File: src/hw/rtl/assert_macros.svh
// assertion macros used by the top-level rtl file
`ifndef ASSERT_MACROS_SVH
`define ASSERT_MACROS_SVH
`ifndef SYNTHESIS
// same-cycle implication
`define SCC_ASSERT_IMP(lbl, clk, rst, ant, con) \
   lbl: assert property (@(posedge clk) disable iff (rst) (ant) |-> (con)) \
      else $error("assertion failed");
// next-cycle implication
`define SCC_ASSERT_NXT(lbl, clk, rst, ant, con) \
   lbl: assert property (@(posedge clk) disable iff (rst) (ant) |=> (con)) \
      else $error("assertion failed");
`else
`define SCC_ASSERT_IMP(lbl, clk, rst, ant, con)
`define SCC_ASSERT_NXT(lbl, clk, rst, ant, con)
`endif
`endif

File: src/hw/rtl/scc_pkg.sv
// shared types, constants and command byte table of the capture sequencer
`default_nettype none
package scc_pkg;
   localparam int PKT_BYTES = 64;
   localparam int BUF_AW    = $clog2(PKT_BYTES);
   localparam int CNT_W     = BUF_AW + 1;

   // input commands
   localparam logic [1:0] CMD_RX_BYTE = 2'd0;
   localparam logic [1:0] CMD_TICK    = 2'd1;
   localparam logic [1:0] CMD_SYNC    = 2'd2;
   localparam logic [1:0] CMD_CAPTURE = 2'd3;

   // result kinds
   localparam logic [1:0] KIND_TX      = 2'd0;
   localparam logic [1:0] KIND_PAYLOAD = 2'd1;
   localparam logic [1:0] KIND_STATUS  = 2'd2;

   // status codes
   localparam logic [1:0] ST_OK       = 2'd0;
   localparam logic [1:0] ST_NOTFOUND = 2'd1;
   localparam logic [1:0] ST_BADPKT   = 2'd2;
   localparam logic [1:0] ST_LENGTH   = 2'd3;

   // register indexes
   localparam logic [1:0] REG_CAM_ADDR = 2'd0;
   localparam logic [1:0] REG_PIC_FMT  = 2'd1;
   localparam logic [1:0] REG_SYNC_TO  = 2'd2;

   // protocol phases; the phase codes double as command codes for the sender
   localparam logic [3:0] PH_IDLE     = 4'd0;
   localparam logic [3:0] PH_SYNC_ACK = 4'd1;
   localparam logic [3:0] PH_SYNC_SYN = 4'd2;
   localparam logic [3:0] PH_INIT     = 4'd3;
   localparam logic [3:0] PH_PSIZE    = 4'd4;
   localparam logic [3:0] PH_SNAP     = 4'd5;
   localparam logic [3:0] PH_GETPIC   = 4'd6;
   localparam logic [3:0] PH_DATA     = 4'd7;
   localparam logic [3:0] PH_PKT      = 4'd8;
   localparam logic [3:0] TX_SYNCDONE = 4'd9;
   localparam logic [3:0] TX_FINAL    = 4'd10;
   localparam logic [3:0] TX_STATUS   = 4'd11;

   localparam logic [7:0] B_SOF      = 8'haa;
   localparam logic [7:0] ID_SYNC    = 8'h0d;
   localparam logic [7:0] ID_ACK     = 8'h0e;
   localparam logic [7:0] ID_DATA    = 8'h0a;
   localparam logic [7:0] ID_INIT    = 8'h01;
   localparam logic [7:0] ID_GETPIC  = 8'h04;
   localparam logic [7:0] ID_SNAP    = 8'h05;
   localparam logic [7:0] ID_PSIZE   = 8'h06;
   localparam logic [7:0] B_END      = 8'hf0;
   localparam logic [7:0] B_INIT_SUB = 8'h07;
   localparam logic [7:0] B_PSIZE_SB = 8'h08;
   localparam logic [7:0] B_PSIZE_LO = 8'(PKT_BYTES % 256);
   localparam logic [7:0] B_PSIZE_HI = 8'(PKT_BYTES / 256);

   localparam logic [15:0] INIT_LIMIT_MS = 16'd3000;
   localparam logic [10:0] IDLE_LIMIT_MS = 11'd500;
   localparam logic [10:0] DATA_LIMIT_MS = 11'd1000;

   typedef struct packed {
      logic              en;
      logic [BUF_AW-1:0] addr;
   } buf_rd_req_type;

   typedef struct packed {
      logic              vld;
      logic [BUF_AW-1:0] idx;
      logic [7:0]        data;
   } buf_rd_rsp_type;

   // one byte of a six-byte command
   function automatic logic [7:0] cmd_byte(input logic [3:0] code, input logic [2:0] idx,
                                           input logic [7:0] cam, input logic [7:0] fmt,
                                           input logic [15:0] pidx);
      logic [7:0] b [0:5];
      b[0] = B_SOF;
      b[1] = ID_ACK | cam;
      b[2] = 8'h00;
      b[3] = 8'h00;
      b[4] = 8'h00;
      b[5] = 8'h00;
      case (code)
         PH_SYNC_ACK: b[1] = ID_SYNC | cam;
         PH_INIT: begin
            b[1] = ID_INIT | cam;
            b[3] = B_INIT_SUB;
            b[5] = fmt;
         end
         PH_PSIZE: begin
            b[1] = ID_PSIZE | cam;
            b[2] = B_PSIZE_SB;
            b[3] = B_PSIZE_LO;
            b[4] = B_PSIZE_HI;
         end
         PH_SNAP: b[1] = ID_SNAP | cam;
         PH_GETPIC: begin
            b[1] = ID_GETPIC | cam;
            b[2] = 8'h01;
         end
         PH_PKT: begin
            b[4] = pidx[7:0];
            b[5] = pidx[15:8];
         end
         TX_SYNCDONE: b[2] = ID_SYNC;
         TX_FINAL: begin
            b[4] = B_END;
            b[5] = B_END;
         end
         default: b[0] = B_SOF;
      endcase
      if (idx > 3'd5) return 8'h00;
      return b[idx];
   endfunction
endpackage
`default_nettype wire

File: src/hw/rtl/scc_if.sv
// handshake channel interfaces of the capture sequencer
`default_nettype none
interface scc_req_if;
   logic       valid;
   logic       ready;
   logic [1:0] cmd;
   logic [7:0] rx_byte;
   modport source (output valid, cmd, rx_byte, input ready);
   modport sink (input valid, cmd, rx_byte, output ready);
endinterface

interface scc_rsp_if;
   logic       valid;
   logic       ready;
   logic [1:0] kind;
   logic [7:0] data_byte;
   logic       finished;
   logic [1:0] status;
   logic       last;
   modport source (output valid, kind, data_byte, finished, status, last, input ready);
   modport sink (input valid, kind, data_byte, finished, status, last, output ready);
endinterface
`default_nettype wire

File: src/hw/rtl/scc_pkt_buf.sv
// packet buffer memory with one write port and a registered read port
`default_nettype none
module scc_pkt_buf (
   input  wire logic                        clock,
   input  wire logic                        reset,
   input  wire logic                        wr_en,
   input  wire logic [scc_pkg::BUF_AW-1:0]  wr_addr,
   input  wire logic [7:0]                  wr_data,
   input  wire scc_pkg::buf_rd_req_type     rd_req,
   output      scc_pkg::buf_rd_rsp_type     rd_rsp
);
   logic [7:0]                mem [0:scc_pkg::PKT_BYTES-1];
   logic [7:0]                rd_data_ff;
   logic [scc_pkg::BUF_AW-1:0] rd_idx_ff;
   logic                      rd_vld_ff;

   always_ff @(posedge clock) begin
      if (wr_en) begin
         mem[wr_addr] <= wr_data;
      end
      if (rd_req.en) begin
         rd_data_ff <= mem[rd_req.addr];
         rd_idx_ff  <= rd_req.addr;
      end
   end

   always_ff @(posedge clock) begin
      if (reset) begin
         rd_vld_ff <= 1'b0;
      end else begin
         rd_vld_ff <= rd_req.en;
      end
   end

   assign rd_rsp.vld  = rd_vld_ff;
   assign rd_rsp.idx  = rd_idx_ff;
   assign rd_rsp.data = rd_data_ff;
endmodule
`default_nettype wire

File: src/hw/rtl/serial_camera_capture_sequencer.sv
// top level of the serial camera capture sequencer
`default_nettype none
`include "assert_macros.svh"
// host side of a six-byte command uart camera protocol. each req beat is a received
// byte, a 1 ms tick, a start-sync or a start-capture; each rsp beat is one byte to
// transmit, one image payload byte or a status-only report, with last marking the final
// beat caused by a req beat and finished/status on the beat that completes a started
// operation. the block takes one req beat at a time: a beat that causes nothing leaves
// the block waiting, a command is sent byte by byte, a reply check reads the six stored
// reply bytes back from the packet buffer, and a finished packet gets a checksum pass
// and then a payload pass that reads each payload byte before it is emitted, since
// every pass goes through the single read port of the buffer.
// rsp stalls only hold the sequencer; the buffer needs no clearing after reset.
module serial_camera_capture_sequencer (
   input  wire logic        clock,
   input  wire logic        reset,
   scc_req_if.sink          req_ch,
   scc_rsp_if.source        rsp_ch,
   input  wire logic        psel,
   input  wire logic        penable,
   input  wire logic        pwrite,
   input  wire logic [3:0]  paddr,
   input  wire logic [31:0] pwdata,
   output      logic [31:0] prdata,
   output      logic        pready
);
   localparam int AW = scc_pkg::BUF_AW;
   localparam int CW = scc_pkg::CNT_W;

   // sequencer states
   localparam logic [3:0] S_WAIT = 4'd0;
   localparam logic [3:0] S_SEND = 4'd1;
   localparam logic [3:0] S_RCHK = 4'd2;
   localparam logic [3:0] S_RDEC = 4'd3;
   localparam logic [3:0] S_FIN  = 4'd4;
   localparam logic [3:0] S_SUM  = 4'd5;
   localparam logic [3:0] S_SCHK = 4'd6;
   localparam logic [3:0] S_PRD  = 4'd7;
   localparam logic [3:0] S_PEM  = 4'd8;
   localparam logic [3:0] S_PEND = 4'd9;

   // decided actions
   localparam logic [2:0] A_NONE   = 3'd0;
   localparam logic [2:0] A_ISSUE  = 3'd1;
   localparam logic [2:0] A_STATUS = 3'd2;
   localparam logic [2:0] A_FINAL  = 3'd3;
   localparam logic [2:0] A_SDONE  = 3'd4;
   localparam logic [2:0] A_PKTFIN = 3'd5;
   localparam logic [2:0] A_NEXT   = 3'd6;

   // configuration registers
   logic [7:0]  cam_ff, cam_in;
   logic [7:0]  fmt_ff, fmt_in;
   logic [15:0] sto_ff, sto_in;

   // control state
   logic [3:0]  state_ff, state_in;
   logic [3:0]  phase_ff, phase_in;
   logic [CW-1:0] cnt_ff, cnt_in;
   logic [10:0] idle_ff, idle_in;
   logic [15:0] pt_ff, pt_in;
   logic [23:0] exp_ff, exp_in;
   logic [24:0] recv_ff, recv_in;
   logic [15:0] pidx_ff, pidx_in;
   logic [7:0]  sum_ff, sum_in;
   logic        sum_ok_ff, sum_ok_in;
   logic [CW-1:0] ptr_ff, ptr_in;
   logic [3:0]  code_ff, code_in;
   logic [2:0]  sidx_ff, sidx_in;
   logic        sfin_ff, sfin_in;
   logic [1:0]  sst_ff, sst_in;
   logic [7:0]  rep_ff [0:5];
   logic [7:0]  rep_in [0:5];

   // output register
   logic        rv_ff, rv_in;
   logic [1:0]  rkind_ff, rkind_in;
   logic [7:0]  rdata_ff, rdata_in;
   logic        rfin_ff, rfin_in;
   logic [1:0]  rst_ff, rst_in;
   logic        rlast_ff, rlast_in;

   logic        out_free;
   logic        req_acc;
   logic        wr_en;
   scc_pkg::buf_rd_req_type rd_req;
   scc_pkg::buf_rd_rsp_type rd_rsp;
   logic [AW-1:0] cnt_m2;

   assign out_free = !rv_ff || rsp_ch.ready;
   assign req_ch.ready = (state_ff == S_WAIT);
   assign req_acc = req_ch.valid && req_ch.ready;
   assign cnt_m2 = AW'(cnt_ff - CW'(2));

   scc_pkt_buf u_buf (
      .clock   (clock),
      .reset   (reset),
      .wr_en   (wr_en),
      .wr_addr (cnt_ff[AW-1:0]),
      .wr_data (req_ch.rx_byte),
      .rd_req  (rd_req),
      .rd_rsp  (rd_rsp)
   );

   // configuration port
   assign pready = 1'b1;
   always_comb begin
      cam_in = cam_ff;
      fmt_in = fmt_ff;
      sto_in = sto_ff;
      if (psel && penable && pwrite) begin
         unique case (paddr[3:2])
            scc_pkg::REG_CAM_ADDR: cam_in = pwdata[7:0];
            scc_pkg::REG_PIC_FMT:  fmt_in = pwdata[7:0];
            scc_pkg::REG_SYNC_TO:  sto_in = pwdata[15:0];
            default: cam_in = cam_ff;
         endcase
      end
   end

   always_comb begin
      unique case (paddr[3:2])
         scc_pkg::REG_CAM_ADDR: prdata = {24'd0, cam_ff};
         scc_pkg::REG_PIC_FMT:  prdata = {24'd0, fmt_ff};
         scc_pkg::REG_SYNC_TO:  prdata = {16'd0, sto_ff};
         default:               prdata = 32'd0;
      endcase
   end

   // sequencer
   always_comb begin
      logic [2:0]  act;
      logic [3:0]  act_ph;
      logic [1:0]  act_st;
      logic        do_retry;
      logic [15:0] rpt;
      logic [CW-1:0] cnt_nx;
      logic [10:0] lim;
      logic        ok_ack;
      logic [7:0]  ack_id;
      logic [24:0] recv_nx;

      state_in  = state_ff;
      phase_in  = phase_ff;
      cnt_in    = cnt_ff;
      idle_in   = idle_ff;
      pt_in     = pt_ff;
      exp_in    = exp_ff;
      recv_in   = recv_ff;
      pidx_in   = pidx_ff;
      sum_in    = sum_ff;
      sum_ok_in = sum_ok_ff;
      ptr_in    = ptr_ff;
      code_in   = code_ff;
      sidx_in   = sidx_ff;
      sfin_in   = sfin_ff;
      sst_in    = sst_ff;
      for (int i = 0; i < 6; i++) rep_in[i] = rep_ff[i];
      wr_en       = 1'b0;
      rd_req.en   = 1'b0;
      rd_req.addr = ptr_ff[AW-1:0];
      rv_in    = rv_ff && !rsp_ch.ready;
      rkind_in = rkind_ff;
      rdata_in = rdata_ff;
      rfin_in  = rfin_ff;
      rst_in   = rst_ff;
      rlast_in = rlast_ff;
      act      = A_NONE;
      act_ph   = scc_pkg::PH_IDLE;
      act_st   = scc_pkg::ST_OK;
      do_retry = 1'b0;
      rpt      = pt_ff;
      cnt_nx   = cnt_ff + CW'(1);
      lim      = (phase_ff == scc_pkg::PH_DATA) ? scc_pkg::DATA_LIMIT_MS
                                                : scc_pkg::IDLE_LIMIT_MS;
      recv_nx  = recv_ff + 25'(cnt_ff) - 25'd6;
      unique case (phase_ff)
         scc_pkg::PH_INIT:   ack_id = scc_pkg::ID_INIT;
         scc_pkg::PH_PSIZE:  ack_id = scc_pkg::ID_PSIZE;
         scc_pkg::PH_SNAP:   ack_id = scc_pkg::ID_SNAP;
         scc_pkg::PH_GETPIC: ack_id = scc_pkg::ID_GETPIC;
         default:            ack_id = scc_pkg::ID_SYNC;
      endcase
      ok_ack = rep_ff[0] == scc_pkg::B_SOF && rep_ff[1] == (scc_pkg::ID_ACK | cam_ff) &&
               rep_ff[2] == ack_id && rep_ff[4] == 8'h00 && rep_ff[5] == 8'h00;

      unique case (state_ff)
         S_WAIT: begin
            if (req_acc) begin
               unique case (req_ch.cmd)
                  scc_pkg::CMD_SYNC: begin
                     pt_in = 16'd0;
                     if (sto_ff == 16'd0) begin
                        act = A_STATUS;
                     end else begin
                        act    = A_ISSUE;
                        act_ph = scc_pkg::PH_SYNC_ACK;
                     end
                  end
                  scc_pkg::CMD_CAPTURE: begin
                     pt_in   = 16'd0;
                     exp_in  = 24'd0;
                     recv_in = 25'd0;
                     pidx_in = 16'd0;
                     act     = A_ISSUE;
                     act_ph  = scc_pkg::PH_INIT;
                  end
                  scc_pkg::CMD_TICK: begin
                     if (phase_ff != scc_pkg::PH_IDLE) begin
                        if (pt_ff != 16'hffff) pt_in = pt_ff + 16'd1;
                        if (idle_ff != 11'h7ff) idle_in = idle_ff + 11'd1;
                        rpt = pt_in;
                        if (idle_in > lim) do_retry = 1'b1;
                     end
                  end
                  default: begin
                     // received byte: stored while a reply or packet is awaited
                     if (phase_ff != scc_pkg::PH_IDLE && cnt_ff < CW'(scc_pkg::PKT_BYTES)) begin
                        wr_en   = 1'b1;
                        cnt_in  = cnt_nx;
                        idle_in = 11'd0;
                        if (phase_ff == scc_pkg::PH_PKT) begin
                           if (cnt_nx >= CW'(scc_pkg::PKT_BYTES)) act = A_PKTFIN;
                        end else if (cnt_nx >= CW'(6)) begin
                           state_in = S_RCHK;
                           ptr_in   = '0;
                        end
                     end
                  end
               endcase
            end
         end
         S_SEND: begin
            if (out_free) begin
               rv_in    = 1'b1;
               rlast_in = (code_ff == scc_pkg::TX_STATUS) || (sidx_ff == 3'd5);
               rfin_in  = sfin_ff && rlast_in;
               rst_in   = rfin_in ? sst_ff : scc_pkg::ST_OK;
               if (code_ff == scc_pkg::TX_STATUS) begin
                  rkind_in = scc_pkg::KIND_STATUS;
                  rdata_in = 8'h00;
               end else begin
                  rkind_in = scc_pkg::KIND_TX;
                  rdata_in = scc_pkg::cmd_byte(code_ff, sidx_ff, cam_ff, fmt_ff, pidx_ff);
               end
               sidx_in = sidx_ff + 3'd1;
               if (rlast_in) state_in = S_WAIT;
            end
         end
         S_RCHK: begin
            // read the six reply bytes back
            rd_req.en = 1'b1;
            ptr_in    = ptr_ff + CW'(1);
            if (rd_rsp.vld) begin
               rep_in[rd_rsp.idx[2:0]] = rd_rsp.data;
               if (rd_rsp.idx == AW'(5)) state_in = S_RDEC;
            end
         end
         S_RDEC: begin
            rpt = pt_ff;
            unique case (phase_ff)
               scc_pkg::PH_SYNC_ACK: begin
                  if (ok_ack) begin
                     act    = A_NEXT;
                     act_ph = scc_pkg::PH_SYNC_SYN;
                  end else begin
                     do_retry = 1'b1;
                  end
               end
               scc_pkg::PH_SYNC_SYN: begin
                  if (rep_ff[0] == scc_pkg::B_SOF && rep_ff[1] == (scc_pkg::ID_SYNC | cam_ff) &&
                      rep_ff[2] == 8'h00 && rep_ff[3] == 8'h00 &&
                      rep_ff[4] == 8'h00 && rep_ff[5] == 8'h00) begin
                     act = A_SDONE;
                  end else begin
                     do_retry = 1'b1;
                  end
               end
               scc_pkg::PH_INIT, scc_pkg::PH_PSIZE, scc_pkg::PH_SNAP: begin
                  if (ok_ack) begin
                     act    = A_ISSUE;
                     act_ph = phase_ff + 4'd1;
                  end else begin
                     do_retry = 1'b1;
                  end
               end
               scc_pkg::PH_GETPIC: begin
                  if (ok_ack) begin
                     act    = A_NEXT;
                     act_ph = scc_pkg::PH_DATA;
                  end else begin
                     do_retry = 1'b1;
                  end
               end
               scc_pkg::PH_DATA: begin
                  if (rep_ff[0] == scc_pkg::B_SOF && rep_ff[1] == (scc_pkg::ID_DATA | cam_ff) &&
                      rep_ff[2] == 8'h01) begin
                     exp_in  = {rep_ff[5], rep_ff[4], rep_ff[3]};
                     recv_in = 25'd0;
                     pidx_in = 16'd0;
                     if (exp_in == 24'd0) begin
                        act = A_FINAL;
                     end else begin
                        act    = A_ISSUE;
                        act_ph = scc_pkg::PH_PKT;
                     end
                  end else begin
                     do_retry = 1'b1;
                  end
               end
               default: state_in = S_WAIT;
            endcase
            if (act == A_NONE && !do_retry) state_in = S_WAIT;
         end
         S_FIN: begin
            // packet closed: too short stops the transfer, else checksum pass
            if (cnt_ff < CW'(6)) begin
               act    = A_FINAL;
               act_st = scc_pkg::ST_BADPKT;
            end else begin
               ptr_in   = '0;
               sum_in   = 8'h00;
               state_in = S_SUM;
            end
         end
         S_SUM: begin
            rd_req.en = 1'b1;
            ptr_in    = ptr_ff + CW'(1);
            if (rd_rsp.vld) begin
               if (rd_rsp.idx == cnt_m2) begin
                  sum_ok_in = (sum_ff == rd_rsp.data);
                  state_in  = S_SCHK;
               end else begin
                  sum_in = sum_ff + rd_rsp.data;
               end
            end
         end
         S_SCHK: begin
            if (!sum_ok_ff) begin
               act    = A_FINAL;
               act_st = scc_pkg::ST_BADPKT;
            end else if (cnt_ff == CW'(6)) begin
               state_in = S_PEND;
            end else begin
               ptr_in   = CW'(4);
               state_in = S_PRD;
            end
         end
         S_PRD: begin
            rd_req.en = 1'b1;
            state_in  = S_PEM;
         end
         S_PEM: begin
            // payload bytes never end a beat's results: a command always follows
            if (out_free) begin
               rv_in    = 1'b1;
               rkind_in = scc_pkg::KIND_PAYLOAD;
               rdata_in = rd_rsp.data;
               rfin_in  = 1'b0;
               rst_in   = scc_pkg::ST_OK;
               rlast_in = 1'b0;
               ptr_in   = ptr_ff + CW'(1);
               state_in = (ptr_ff == cnt_ff - CW'(3)) ? S_PEND : S_PRD;
            end
         end
         S_PEND: begin
            recv_in = recv_nx;
            pidx_in = pidx_ff + 16'd1;
            if (recv_nx >= {1'b0, exp_ff}) begin
               act    = A_FINAL;
               act_st = (recv_nx == {1'b0, exp_ff}) ? scc_pkg::ST_OK : scc_pkg::ST_LENGTH;
            end else begin
               act    = A_ISSUE;
               act_ph = scc_pkg::PH_PKT;
            end
         end
         default: state_in = S_WAIT;
      endcase

      // retry of the current step
      if (do_retry) begin
         unique case (phase_ff)
            scc_pkg::PH_SYNC_ACK, scc_pkg::PH_SYNC_SYN: begin
               if (rpt >= sto_ff) begin
                  act = A_STATUS;
               end else begin
                  act    = A_ISSUE;
                  act_ph = scc_pkg::PH_SYNC_ACK;
               end
            end
            scc_pkg::PH_INIT: begin
               act    = A_ISSUE;
               act_ph = (rpt >= scc_pkg::INIT_LIMIT_MS) ? scc_pkg::PH_PSIZE : scc_pkg::PH_INIT;
            end
            scc_pkg::PH_PSIZE, scc_pkg::PH_SNAP: begin
               act    = A_ISSUE;
               act_ph = phase_ff;
            end
            scc_pkg::PH_GETPIC, scc_pkg::PH_DATA: begin
               act    = A_ISSUE;
               act_ph = scc_pkg::PH_GETPIC;
            end
            scc_pkg::PH_PKT: act = A_PKTFIN;
            default: act = A_NONE;
         endcase
      end

      unique case (act)
         A_ISSUE: begin
            phase_in = act_ph;
            cnt_in   = '0;
            idle_in  = 11'd0;
            state_in = S_SEND;
            code_in  = act_ph;
            sidx_in  = 3'd0;
            sfin_in  = 1'b0;
            sst_in   = scc_pkg::ST_OK;
         end
         A_STATUS: begin
            phase_in = scc_pkg::PH_IDLE;
            state_in = S_SEND;
            code_in  = scc_pkg::TX_STATUS;
            sidx_in  = 3'd0;
            sfin_in  = 1'b1;
            sst_in   = scc_pkg::ST_NOTFOUND;
         end
         A_FINAL: begin
            phase_in = scc_pkg::PH_IDLE;
            state_in = S_SEND;
            code_in  = scc_pkg::TX_FINAL;
            sidx_in  = 3'd0;
            sfin_in  = 1'b1;
            sst_in   = act_st;
         end
         A_SDONE: begin
            phase_in = scc_pkg::PH_IDLE;
            state_in = S_SEND;
            code_in  = scc_pkg::TX_SYNCDONE;
            sidx_in  = 3'd0;
            sfin_in  = 1'b1;
            sst_in   = scc_pkg::ST_OK;
         end
         A_PKTFIN: state_in = S_FIN;
         A_NEXT: begin
            phase_in = act_ph;
            cnt_in   = '0;
            idle_in  = 11'd0;
            state_in = S_WAIT;
         end
         default: sst_in = sst_ff;
      endcase
   end

   always_ff @(posedge clock) begin
      if (reset) begin
         cam_ff   <= 8'd0;
         fmt_ff   <= 8'd5;
         sto_ff   <= 16'd10000;
         state_ff <= S_WAIT;
         phase_ff <= scc_pkg::PH_IDLE;
         cnt_ff   <= '0;
         idle_ff  <= 11'd0;
         pt_ff    <= 16'd0;
         exp_ff   <= 24'd0;
         recv_ff  <= 25'd0;
         pidx_ff  <= 16'd0;
         sum_ff   <= 8'd0;
         rv_ff    <= 1'b0;
      end else begin
         cam_ff   <= cam_in;
         fmt_ff   <= fmt_in;
         sto_ff   <= sto_in;
         state_ff <= state_in;
         phase_ff <= phase_in;
         cnt_ff   <= cnt_in;
         idle_ff  <= idle_in;
         pt_ff    <= pt_in;
         exp_ff   <= exp_in;
         recv_ff  <= recv_in;
         pidx_ff  <= pidx_in;
         sum_ff   <= sum_in;
         rv_ff    <= rv_in;
      end
   end

   // payload and working registers, no reset needed
   always_ff @(posedge clock) begin
      sum_ok_ff <= sum_ok_in;
      ptr_ff    <= ptr_in;
      code_ff   <= code_in;
      sidx_ff   <= sidx_in;
      sfin_ff   <= sfin_in;
      sst_ff    <= sst_in;
      for (int i = 0; i < 6; i++) rep_ff[i] <= rep_in[i];
      rkind_ff  <= rkind_in;
      rdata_ff  <= rdata_in;
      rfin_ff   <= rfin_in;
      rst_ff    <= rst_in;
      rlast_ff  <= rlast_in;
   end

   assign rsp_ch.valid     = rv_ff;
   assign rsp_ch.kind      = rkind_ff;
   assign rsp_ch.data_byte = rdata_ff;
   assign rsp_ch.finished  = rfin_ff;
   assign rsp_ch.status    = rst_ff;
   assign rsp_ch.last      = rlast_ff;

   // a status-only beat is always a finished, final, zero-data report
   `SCC_ASSERT_IMP(a_status_shape, clock, reset, rv_ff && rkind_ff == scc_pkg::KIND_STATUS, rdata_ff == 8'h00 && rfin_ff && rlast_ff)
   // payload bytes are always followed by a command
   `SCC_ASSERT_IMP(a_payload_not_last, clock, reset, rv_ff && rkind_ff == scc_pkg::KIND_PAYLOAD, !rlast_ff && !rfin_ff)
   // finished only on the last beat of an input
   `SCC_ASSERT_IMP(a_fin_is_last, clock, reset, rv_ff && rfin_ff, rlast_ff)
   // a byte while idle is dropped without leaving the wait state
   `SCC_ASSERT_NXT(a_idle_drop, clock, reset, req_acc && req_ch.cmd == scc_pkg::CMD_RX_BYTE && phase_ff == scc_pkg::PH_IDLE, state_ff == S_WAIT && phase_ff == scc_pkg::PH_IDLE)
endmodule
`default_nettype wire
File: src/flat_wrapper.sv
// flat-port wrapper written by rule: the top's interface ports become plain ports
module serial_camera_capture_sequencer_flat 
  (clock, reset, psel, penable, pwrite, paddr, pwdata, prdata, pready, req_ch_valid, req_ch_cmd, req_ch_rx_byte, req_ch_ready, rsp_ch_valid, rsp_ch_kind, rsp_ch_data_byte, rsp_ch_finished, rsp_ch_status, rsp_ch_last, rsp_ch_ready);
  scc_req_if req_ch_i ();
  scc_rsp_if rsp_ch_i ();
  input  wire logic clock;
  input  wire logic reset;
  input  wire logic psel;
  input  wire logic penable;
  input  wire logic pwrite;
  input  wire logic [3:0] paddr;
  input  wire logic [31:0] pwdata;
  output      logic [31:0] prdata;
  output      logic pready;
  input wire logic [$bits(req_ch_i.valid)-1:0] req_ch_valid;
  input wire logic [$bits(req_ch_i.cmd)-1:0] req_ch_cmd;
  input wire logic [$bits(req_ch_i.rx_byte)-1:0] req_ch_rx_byte;
  output wire logic [$bits(req_ch_i.ready)-1:0] req_ch_ready;
  output wire logic [$bits(rsp_ch_i.valid)-1:0] rsp_ch_valid;
  output wire logic [$bits(rsp_ch_i.kind)-1:0] rsp_ch_kind;
  output wire logic [$bits(rsp_ch_i.data_byte)-1:0] rsp_ch_data_byte;
  output wire logic [$bits(rsp_ch_i.finished)-1:0] rsp_ch_finished;
  output wire logic [$bits(rsp_ch_i.status)-1:0] rsp_ch_status;
  output wire logic [$bits(rsp_ch_i.last)-1:0] rsp_ch_last;
  input wire logic [$bits(rsp_ch_i.ready)-1:0] rsp_ch_ready;
  assign req_ch_i.valid = req_ch_valid;
  assign req_ch_i.cmd = req_ch_cmd;
  assign req_ch_i.rx_byte = req_ch_rx_byte;
  assign req_ch_ready = req_ch_i.ready;
  assign rsp_ch_valid = rsp_ch_i.valid;
  assign rsp_ch_kind = rsp_ch_i.kind;
  assign rsp_ch_data_byte = rsp_ch_i.data_byte;
  assign rsp_ch_finished = rsp_ch_i.finished;
  assign rsp_ch_status = rsp_ch_i.status;
  assign rsp_ch_last = rsp_ch_i.last;
  assign rsp_ch_i.ready = rsp_ch_ready;
  serial_camera_capture_sequencer u_core (.clock(clock), .reset(reset), .req_ch(req_ch_i), .rsp_ch(rsp_ch_i), .psel(psel), .penable(penable), .pwrite(pwrite), .paddr(paddr), .pwdata(pwdata), .prdata(prdata), .pready(pready));
endmodule
File: config.mk
export PLATFORM = sky130hd
export DESIGN_NAME = serial_camera_capture_sequencer_flat
export DESIGN_NICKNAME = d
export VERILOG_FILES = /design/src/hw/rtl/scc_pkg.sv /design/src/hw/rtl/scc_if.sv /design/src/hw/rtl/scc_pkt_buf.sv /design/src/hw/rtl/serial_camera_capture_sequencer.sv /design/src/flat_wrapper.sv
export VERILOG_INCLUDE_DIRS = /design/src /design/src/hw/rtl
export SDC_FILE = /design/constraint.sdc
export NUM_CORES = 1
export LEC_CHECK = 0
export BUFFER_PORTS_ARGS = -buffer_cell sky130_fd_sc_hd__buf_2
export CAP_MARGIN = 10
export CORE_AREA = 4 4 347 349
export DETAILED_ROUTE_END_ITERATION = 6
export DIE_AREA = 0 0 351 353
export GPL_TIMING_DRIVEN = 1
export RECOVER_POWER = 25
export SYNTH_ARGS = -nofsm -noshare
export SYNTH_HDL_FRONTEND = slang
export SYNTH_SLANG_ARGS = --single-unit
File: constraint.sdc
create_clock -name clock -period 17.6 [get_ports clock]
set_input_delay 3.52 -clock clock [delete_from_list [all_inputs] [get_ports clock]]
set_output_delay 3.52 -clock clock [all_outputs]
set_load 0.01 [all_outputs]
After elaboration in Yosys (flattened, before gate mapping)
Memory sizes are Yosys's and may differ from the RTL's. A register that Yosys moved wholly into a read port is not among the register bits.
Index checks and enable logic that the tools add are counted.
{"block": "op_classes", "reduce_logical": 77, "n_addsub": 12, "bitwise": 4, "mux": 183, "eq_ne": 84, "order_cmp": 12}
{"op": "$mux 8", "count": 29}
{"op": "$mux 16", "count": 9}
{"op": "$mux 25", "count": 4}
{"op": "$mux 4", "count": 25}
{"op": "$mux 24", "count": 4}
{"op": "$mux 48", "count": 2}
{"op": "$pmux 16 s3", "count": 2}
{"op": "$mux 11", "count": 7}
{"op": "$pmux 25 s3", "count": 1}
{"op": "$pmux 4 s4", "count": 4}
{"op": "$mux 7", "count": 9}
{"op": "$bwmux 48", "count": 1}
{"op": "$pmux 24 s2", "count": 1}
{"op": "$pmux 8 s2", "count": 3}
{"op": "$eq 4x3->1 const B", "count": 11}
{"op": "$pmux 4 s10", "count": 1}
{"op": "$pmux 4 s3", "count": 3}
{"op": "$pmux 7 s5", "count": 1}
{"op": "$mux 2", "count": 17}
{"op": "$mux 3", "count": 11}
{"op": "$add 16x1->16 const B", "count": 2}
{"op": "$eq 8x8->1", "count": 4}
{"op": "$logic_not 8->1", "count": 4}
{"op": "$pmux 16 s2", "count": 1}
{"op": "other kinds (86)", "count": 216}
{"block": "totals", "reg_bits": 187, "output_inout_bits": 49, "mem_count": 2, "mem_bits_rw": 560, "in_bits": 53, "word_cells": 400}
{"name": "u_core.u_buf.mem", "words": 64, "width": 8, "read_ports": 1, "rd_ports_with_merged_regs": 1, "wr": 1, "line": "scc_pkt_buf.sv:12", "source": "logic [7:0] mem [0:scc_pkg::PKT_BYTES-1];"}
{"name": "u_core.rep_ff", "words": 6, "width": 8, "read_ports": 6, "rd_ports_with_merged_regs": 0, "wr": 6, "line": "serial_camera_capture_sequencer.sv:72", "source": "logic [7:0] rep_ff [0:5];"}

Longest topological paths before layout
{"block": "logic_depth", "depth_word": 17, "depth_mapped": 28, "mapped_depth_nobuf": 27}

By module
Synthesis repeated with hierarchy kept, for this count alone.
{"block": "hier_totals", "hier_cells": 2699, "hier_area_um2": 35191.3}
{"mod": "scc_pkt_buf", "area_each_um2": 20455.9, "seq_area_each_um2": 15815.2, "cells_per_inst": 945, "n_inst": 1}
{"mod": "serial_camera_capture_sequencer", "area_each_um2": 14735.4, "seq_area_each_um2": 5335.1, "cells_per_inst": 1754, "n_inst": 1}

Worst setup path after synthesis
Ideal clock, no wire load.
{"block": "synth_path", "path_kind": "input to output", "from": "in paddr[2]", "to": "out prdata[0]", "cell_stages": 3, "setup_slack_ns": 9.745, "path_buffers": 1, "arrival_ns": 4.335, "required_ns": 14.080, "path_cell_list": "buf_1 > mux2i_1 > o21ai_0"}
{"block": "synth_via", "elab_chain_len": 2, "elab_cells_between_ends": 4, "classes_between": "eq/ne (2); mux (1); reduce/logical (1)"}
{"element": "start: declaration", "line": "flat_wrapper.sv:11", "source": "input wire logic [3:0] paddr;"}
{"element": "$eq 2x2->1, or another cell as far along", "line": "serial_camera_capture_sequencer.sv:122", "source": "unique case (paddr[3:2])"}
{"element": "$pmux 16 s3 (*)", "line": "serial_camera_capture_sequencer.sv:122"}
{"element": "end: declaration", "line": "flat_wrapper.sv:13", "source": "output logic [31:0] prdata;"}
Every way passes the cells marked *; elsewhere a longest branch is shown, timed or not.

Worst setup path in the final report
{"block": "layout_path", "from": "in paddr[2]", "to": "out prdata[2]"}
The elaborated chain is that of the path after synthesis.

==> flow_results.org <==
** Outcome
- The flow ran to the end, but the final reports show violations.
- Violated checks :: capacitance limit, slew limit

** Route
- # DRC :: 0
- The detailed router finished its first iteration with about 2000 violations.
- Dividing the detail-routed via count by the number of cells gives 5.08.
- Total wire length after detailed routing :: 83.1 mm
- Dividing the detail-routed wire length by the instance count gives slightly below 20 um.
- Antenna violation net count after detailed routing :: 0
- Vias :: about 22000
- Drt pass-1 iters :: 5

** Setup path
- Register-to-register path setup slack :: 9.87 ns
- Endpoint of the most critical register-to-register path :: u_core.code_ff[1]
- Critical path, cell by cell :: buf_2 -> nor2b_1 -> nand2_1 -> o21ai_0 -> buf_2
- Worst setup SP type :: input port
- Kind of end point of the critical path :: primary output
- Slowest-stage cell, CP :: sky130_fd_sc_hd__nor2b_1
- Critical path's most frequent cell :: sky130_fd_sc_hd__buf_2
- Worst reg-to-reg path cell count :: 22
- STA puts the critical path data required time at approximately 14 ns.
- RR Startpoint :: u_core.cnt_ff[3]
- WP data arrival :: 5.12 ns
- Along the worst path, the maximum fanout reaches 17.
- Type of the worst setup path :: input port to primary output
- Biggest cell delay along the critical path :: a little over 0.9 ns

** Clock tree
- Hold repair after CTS inserted 0 buffers.
- The H-tree was split into 3 levels.
- The clock passes through at most 3 buffers.
- Number of buffers inserted during clock tree synthesis :: 76
- Counting every sink on the clock net gives 755.
- Number of setup buffers added after CTS :: 0
- CTS placed an instance of sky130_fd_sc_hd__clkbuf_16 at the clock tree root.
- Clock transition time at the flip-flop clock pins of the worst setup and hold paths :: 0.06 ns
- CTS-repair resized insts :: 0
- The clock reaches the later pin of the worst-skew pair after around 0.63 ns.
- Clock tree from TritonCTS :: yes

** Floorplan
- Die outline area :: about 120000 sq um
- The floorplan has roughly 130 rows.
- From bottom edge to top edge, the die measures approximately 350 um.
- Count of boundary I/O pins :: 102
- Die boundary width :: ~350 um
- Initial core utilization :: 0.298
- The core region is ~120000 sq um.

** Yosys
- Post-synthesis sequential element count :: ~760
- Number of distinct library cells after synthesis :: just under 90
- Of the synthesized area, sequential elements account for 0.605.
- After synthesis, the share of flip-flops with an asynchronous set or reset is 0.
- Yosys Warn Count :: 0
- Gate count after technology mapping :: 2612
- After synthesis, the mean cell area works out to around 13 sq um.
- Commonest register cell after synthesis :: sky130_fd_sc_hd__edfxtp_1
- Yosys mapped a number of flops with a built-in enable equal to approximately 600.
- Syn Std Cell Area :: between 30000 and 40000 sq um

** Min path
- Hold Crit Endpoint :: u_core.exp_ff[14]
- The worst hold path belongs to the class flop to flop.
- Number of stages on the worst hold path :: 2
- In this run the most critical hold path is launched from u_core.exp_ff[14].

** Timing
- Setup repair after global routing left no endpoint under its margin.
- Share of the clock period used by the worst path after layout :: 0.491
- Final setup vio count :: 0
- Worst-case clock skew :: ~0.028 ns
- Final count of hold timing violations :: 0
- Highest clock rate :: about 120 MHz
- After layout, the minimum clock period comes to ~8.6 ns.
- Setup total negative slack on the finished layout was measured at 0 ns.
- Setup WS post-layout :: 8.96 ns
- Slew @ Worst Pin :: approximately 4.1 ns
- Number of max-slew violations in the final report :: just over 700
- In this run the tightest slew margin relative to its limit is -1.71.

** Placed design
- The wire-length estimate of the detail-placed layout is between 50 and 60 mm.
- Pre-CTS setup slack :: 8.90 ns
- Final GP Congestion :: 0.864
- Number of cells in the design after placement :: approximately 4100
- Port buffering added 66 buffers.

** Global routing
- GR met2 Demand/Resource :: 0.208
- Peak-usage layer in the global routing report :: met2
- The first global-routing pass estimated about 130 mm of wire.
- For this run, the total global-route usage over all layers was measured as 0.132.
- For this run, global-route usage on met1 was measured as 0.186.
- Entering global routing, the biggest net connects 75 pins.
- In the global route stage, met3 resource usage came out at 0.0273.
- Summed over all layers, the global routing overflow is 0.
- Initial antenna violation count :: 1
- The number of global-route vias before repair is between 20000 and 25000.

** Layout
- 0 antenna diodes ended up in the layout.
- Post-layout instance count excluding filler cells :: about 4200
- Fillers :: 11500
- Of the cells placed in the final design, the portion with a size suffix greater than 1 is 0.144.
- Signed area change from the synthesized netlist to the final layout :: 12.5%
- Fin nets :: 2810
- At the end of the flow the core is filled with cells to 0.335.

** Power and ir drop
- Largest vdd supply drop :: ~0.082 mV
- Flop pwr share :: 0.428
- Combinational fraction of design power :: 0.236
- Clk network pwr share :: 0.336
- Net Sw Power :: 1.37 mW
- Of the total power, the share spent switching nets is 0.282.
- Internal power comes to 3.50 mW.
- For this design the static power due to leakage is between 10 and 15 nW.
- The design draws between 4 and 5 mW.
- Dividing total power by cell area gives a power density of roughly 120 nW/um^2.

** Job
- # Max-Cap Violations :: 12
==> cell usage in the layout (no fill, tap or decap), drive strengths merged, types with 26 or more instances in the layout <==
| cell | instances |
|---|---|
| buf | 83 |
| a21oi | 127 |
| nand4 | 35 |
| nor3 | 69 |
| mux2i | 33 |
| dfxtp | 152 |
| a211oi | 26 |
| o21ai | 79 |
| mux4 | 168 |
| edfxtp | 603 |
| clkbuf | 113 |
| nand3 | 78 |
| nor2 | 253 |
| inv | 115 |
| a22oi | 33 |
| nand2 | 181 |
| clkinv | 26 |
| xor2 | 31 |
| ha | 99 |
| xnor2 | 55 |
==> critical path: cells and delay by family <==
family          cells  cell delay [ns]
simple gates        2             1.07
buf+inv             2             0.38
compound gates      1             0.15
==> kinds of logic (layout without fill, tap and decap cells) <==
group | Yosys count | count (layout) | synth area share
simple gates | 783 | 783 | 0.108
flops | 755 | 755 | 0.605
compound gates | 421 | 421 | 0.0784
buf+inv | 260 | 345 | 0.0313
mux | 204 | 204 | 0.119
fa+ha+maj | 101 | 101 | 0.0366
xor+xnor | 86 | 86 | 0.0215
other cells | 2 | 17 | 0.000215
==> metrics by stage <==
step	hold WS, ns	area (sq um)
after global placement	0.459	36800
after floorplan	0.448	35000
after CTS	0.467	39400
after global routing	0.492	39300
after detailed placement	0.459	36800
final	0.466	39300
==> power by group through the flow <==
stage          clock (mW)  combinational (mW)  sequential [mW]
6_report             1.64                1.15             2.09
5_1_grt              1.75                1.24             2.10
4_1_cts              1.67                1.14             2.08
3_5_place_dp            0                1.13             2.12
3_3_place_gp            0                1.13             2.12
2_1_floorplan           0               0.827             2.07
==> worst max path at each step <==
stage / start / endpoint / cells after the start
after global routing: paddr[3] / prdata[2] / 5
after CTS: paddr[2] / prdata[2] / 5
after detailed placement: paddr[2] / prdata[2] / 5
after floorplan: paddr[2] / prdata[0] / 3
final: paddr[2] / prdata[2] / 5
after global placement: req_ch_valid / u_core.idle_ff[8] / 16
==> registers in the layout, summed over array words and instances, names as in the netlist, 6 cells and up <==
signal and flops:
u_core.cam_ff 8, u_core.cnt_ff 7, u_core.exp_ff 24, u_core.fmt_ff 8, u_core.idle_ff 11, u_core.pidx_ff 16, u_core.pt_ff 16, u_core.ptr_ff 7
u_core.recv_ff 25, u_core.rep_ff 48, u_core.rsp_ch.data_byte 8, u_core.sto_ff 16, u_core.sum_ff 8, u_core.u_buf.mem 512, u_core.u_buf.rd_data_ff 8, u_core.u_buf.rd_idx_ff 6
==> area by class of cell <==
cell class | count | area [sq um] | share of cell area
flip-flops and latches | 755 | 21200 | 0.538
clock inverters | 35 | 400 | 0.0102
multi-input cells | 1612 | 12800 | 0.325
repair buffers | 97 | 513 | 0.0130
clock buffers | 99 | 2110 | 0.0538
inverters | 114 | 440 | 0.0112
well taps | 1536 | 1920 | 0.0489
==> cells in the mapped netlist, types with 8 or more instances <==
library cell	count	area (sq um)
sky130_fd_sc_hd__xnor2_1	55	482
sky130_fd_sc_hd__nand2_1	181	679
sky130_fd_sc_hd__clkbuf_1	100	375
sky130_fd_sc_hd__mux4_2	168	3780
sky130_fd_sc_hd__o21a_1	11	82.6
sky130_fd_sc_hd__edfxtp_1	603	18100
sky130_fd_sc_hd__ha_1	99	1240
sky130_fd_sc_hd__nor3_1	69	345
sky130_fd_sc_hd__a211oi_1	25	188
sky130_fd_sc_hd__or2_2	9	56.3
sky130_fd_sc_hd__o21ai_0	79	395
sky130_fd_sc_hd__inv_1	113	424
sky130_fd_sc_hd__buf_4	18	135
sky130_fd_sc_hd__nand3_1	77	385
sky130_fd_sc_hd__xor2_1	31	272
sky130_fd_sc_hd__or3_1	18	113
sky130_fd_sc_hd__and2_1	14	87.6
sky130_fd_sc_hd__a21o_1	19	143
sky130_fd_sc_hd__nor2b_1	22	138
sky130_fd_sc_hd__buf_1	19	71.3
sky130_fd_sc_hd__a21oi_1	127	636
sky130_fd_sc_hd__o21bai_1	8	60.1
sky130_fd_sc_hd__o211ai_1	16	120
sky130_fd_sc_hd__mux2i_1	32	320
sky130_fd_sc_hd__nor2_1	251	942
sky130_fd_sc_hd__a31oi_1	13	81.3
sky130_fd_sc_hd__dfxtp_1	152	3040
sky130_fd_sc_hd__nand4_1	33	206
sky130_fd_sc_hd__o31ai_1	8	60.1
sky130_fd_sc_hd__nand2b_1	25	156
sky130_fd_sc_hd__o22ai_1	8	50.1
sky130_fd_sc_hd__a22oi_1	33	248
sky130_fd_sc_hd__and3_1	18	113
sky130_fd_sc_hd__nor4_1	20	125
==> routing by layer <==
metal,wire length [um],vias to the layer above
met4,1630,0
met2,38400,642
met5,0,-
met3,5640,108
met1,37400,10800
li1,-,10000
Power figures use the tool's default switching activity.
